### config.mk
export PLATFORM = sky130hd
export DESIGN_NAME = mmqf_ram
export DESIGN_NICKNAME = d
export VERILOG_FILES = /design/src/rtl/core/mmqf_ram.sv
export SDC_FILE = /design/constraint.sdc
export NUM_CORES = 1
export LEC_CHECK = 0
export BUFFER_PORTS_ARGS = -buffer_cell sky130_fd_sc_hd__buf_2
export CELL_PAD_IN_SITES_DETAIL_PLACEMENT = 1
export CELL_PAD_IN_SITES_GLOBAL_PLACEMENT = 2
export CORE_UTILIZATION = 48
export DETAILED_ROUTE_END_ITERATION = 12
export GPL_TIMING_DRIVEN = 0
export PLACE_DENSITY = 0.75
export SKIP_CTS_REPAIR_TIMING = 1
export SLEW_MARGIN = 10
export SYNTH_ARGS = -nofsm -noshare
export SYNTH_HDL_FRONTEND = slang
export SYNTH_SLANG_ARGS = --single-unit
### constraint.sdc
create_clock -name clk -period 2.66 [get_ports clk]
set_clock_uncertainty 0.05 [all_clocks]
set_input_delay 0.532 -clock clk [delete_from_list [all_inputs] [get_ports clk]]
set_output_delay 0.532 -clock clk [all_outputs]
set_load 0.05 [all_outputs]
### src/rtl/core/mmqf_ram.sv
// ----------------------------------------------------------------------------
// mmqf_ram
// Generic single-write, single-read synchronous RAM with registered read.
// ----------------------------------------------------------------------------
module mmqf_ram #(
	parameter int WIDTH = 8,
	parameter int DEPTH = 16
) (
	input  logic                                      clk,
	input  logic                                      we,
	input  logic [((DEPTH > 1) ? $clog2(DEPTH) : 1)-1:0] waddr,
	input  logic [WIDTH-1:0]                          wdata,
	input  logic                                      re,
	input  logic [((DEPTH > 1) ? $clog2(DEPTH) : 1)-1:0] raddr,
	output logic [WIDTH-1:0]                          rdata
);

	logic [WIDTH-1:0] mem_q [DEPTH];

	// Write port.
	always_ff @(posedge clk) begin
		if (we) begin
			mem_q[waddr] <= wdata;
		end
	end

	// Read port; data holds until the next read.
	always_ff @(posedge clk) begin
		if (re) begin
			rdata <= mem_q[raddr];
		end
	end

endmodule

==> impl_metrics.toml <==
[timing]
worst_pin_slew_ps = 1090
setup_ws_ps = 882
min_period_ps = 1780
rsz0062_at_grt = "false"
clock.fmax_ghz = 0.563
setup_viol_count_final = 0
relSlewSlack = 0.270
hold_ws_ps = 300
drv_slew = 0
post-route-period-util = 0.668
finalHoldViolCount = 0

[placed_design]
dpl.hpwl_mm = 6.67
port_buffers = 25
place.gp.congestion = 0.677
dp_slack_ps = 345
dp.cells = 390
placed_area_um2 = 5530

[outcome]
status = "finished, final reports clean"

[clocking]
htreeDepth = 4
cts_buffers = 17
cts_tree = "built"
worstSkewPairLatency_ps = 520
cts.sinks = 136
cts_buffer_depth = 2
clk_pin_slew_ps = 60
clock-root-buffer = "clkbuf_8"

[yosys]
ys_types = 18
synth_fp_nets = 248
synth_cells = 229
synth_area_per_cell_um2 = 22.8
yosysWarnings = 0
synth_seq_cells = 136
yosysSeqAreaShare = 0.781
synth_area_um2 = 5230

[die]
num_rows = 37
die_h_um = 106
die_w_um = 106
dieArea_um2 = 11300
start_util = 0.500
core_area_um2 = 10500
io_pins = 27

[global_routing]
gr-usage-all-layers = 0.199
grt_max_degree = 17
antenna_found_initial = 0
overflow = 0
grt_pass1_vias = 2466
grt_pass1_wl_mm = 15.2

[finish]
multi_input_area_um2 = 1070
nNetsFinal = 292
n_fill_cell = 926
final_cell_mix = "136 x edfxtp_1, 28 x buf_2, 18 x mux4_2"
area_delta_synth_final_pct = 15.7
final_area_um2 = 6050
drive_above_1_share = 0.287
final_common_cell = "edfxtp_1"
finalNonFillerCells = 422
antenna_cells = 0
area.sequential_um2 = 4080

[power_and_ir_drop]
power_density_nw_per_um2 = 781
p_leak_nw = 2.01
vdd_drop_max_uv = 469

[critical_path]
worstPathRequired_ps = 2760
critPathLaunchType = "input port"
critPathKind = "input port to register"
end_kind = "register"
reg2reg_depth = 3
cp_max_fo = 8
crit_arrival_ps = 1880

[route]
ant_nets = 0
viasPerCell = 5.73
drt-initial-drc-count = 166
first_pass_iters = 4
dr_total_vias = 2416
wl_per_cell_um = 24.4
routed_wl_mm = 10.3
drc = 0

[flow_run]
maxCapViolCount = 0

[min_path]
worstHoldPathType = "input port to register"
min_delay_path_depth = 1
## layer usage
metal | global-route usage | vias up | share of wire
li1 | - | 1070 | -
met1 | 0.284 | 1272 | 0.47
met2 | 0.295 | 65 | 0.48
met3 | 0.0601 | 9 | 0.039
met4 | 0.0675 | 0 | 0.0083
met5 | 0 | - | 0
## where the power goes
part	internal [mW]	switching, mW
combinational	0.0933	0.169
sequential	2.42	0.0114
clock	1.21	0.823
## final timing paths
kind | start | to | slack (ps)
worst min register to register | mem_q[8][7]$_DFFE_PP_ | rdata[7]$_DFFE_PP_ | 710
worst max-delay path | waddr[2] | mem_q[1][5]$_DFFE_PP_ | 880
worst max register to register | mem_q[6][3]$_DFFE_PP_ | rdata[3]$_DFFE_PP_ | 1070
worst min-delay path | re | rdata[0]$_DFFE_PP_ | 300
## worst max-delay path: stages
cell and delay [ps]:
buf_2 110, or3b_2 550, nor2_1 680
## registers in the layout, summed over array words and instances (netlist names)
register,count
rdata,8
mem_q,128
## synthesized netlist by cell type (all sizes together)
cell type,number,area share
and2b,1,0.0014
nor3,4,0.0038
nand2,9,0.0065
nand2b,2,0.0024
mux4,32,0.15
nand3,1,0.00096
buf,7,0.011
or3b,1,0.0017
nand3b,2,0.0029
clkdlybuf4s25,3,0.0057
edfxtp,136,0.78
a22oi,16,0.023
nor2b,1,0.0012
nor2,13,0.0093
and2,1,0.0012
## metrics by stage
step	TNS (ps)	util	power, mW
2_1_floorplan	0	-	2.63
3_3_place_gp	-96.7	0.528	2.72
3_5_place_dp	0	0.529	2.74
4_1_cts	0	0.578	4.74
5_1_grt	0	0.578	4.84
6_report	0	0.578	4.73
## cells by family (layout without fill, tap and decap cells)
logic type,after synthesis,count (layout),synth area share
DFF,136,136,0.781
and+or+nand+nor,35,35,0.0314
muxes,32,32,0.148
AOI/OAI and AO/OA,16,16,0.0230
buffers and inverters,10,67,0.0165
## layout make-up
class,count,share of cell area
plain buffers,10,0.0143
clock buffers,20,0.0703
clock inverters,12,0.0141
multi-input cells,83,0.177
flip-flops and latches,136,0.675
well taps,136,0.0281
repair buffers,25,0.0207
No activity file was read; power rests on OpenSTA's default activity.
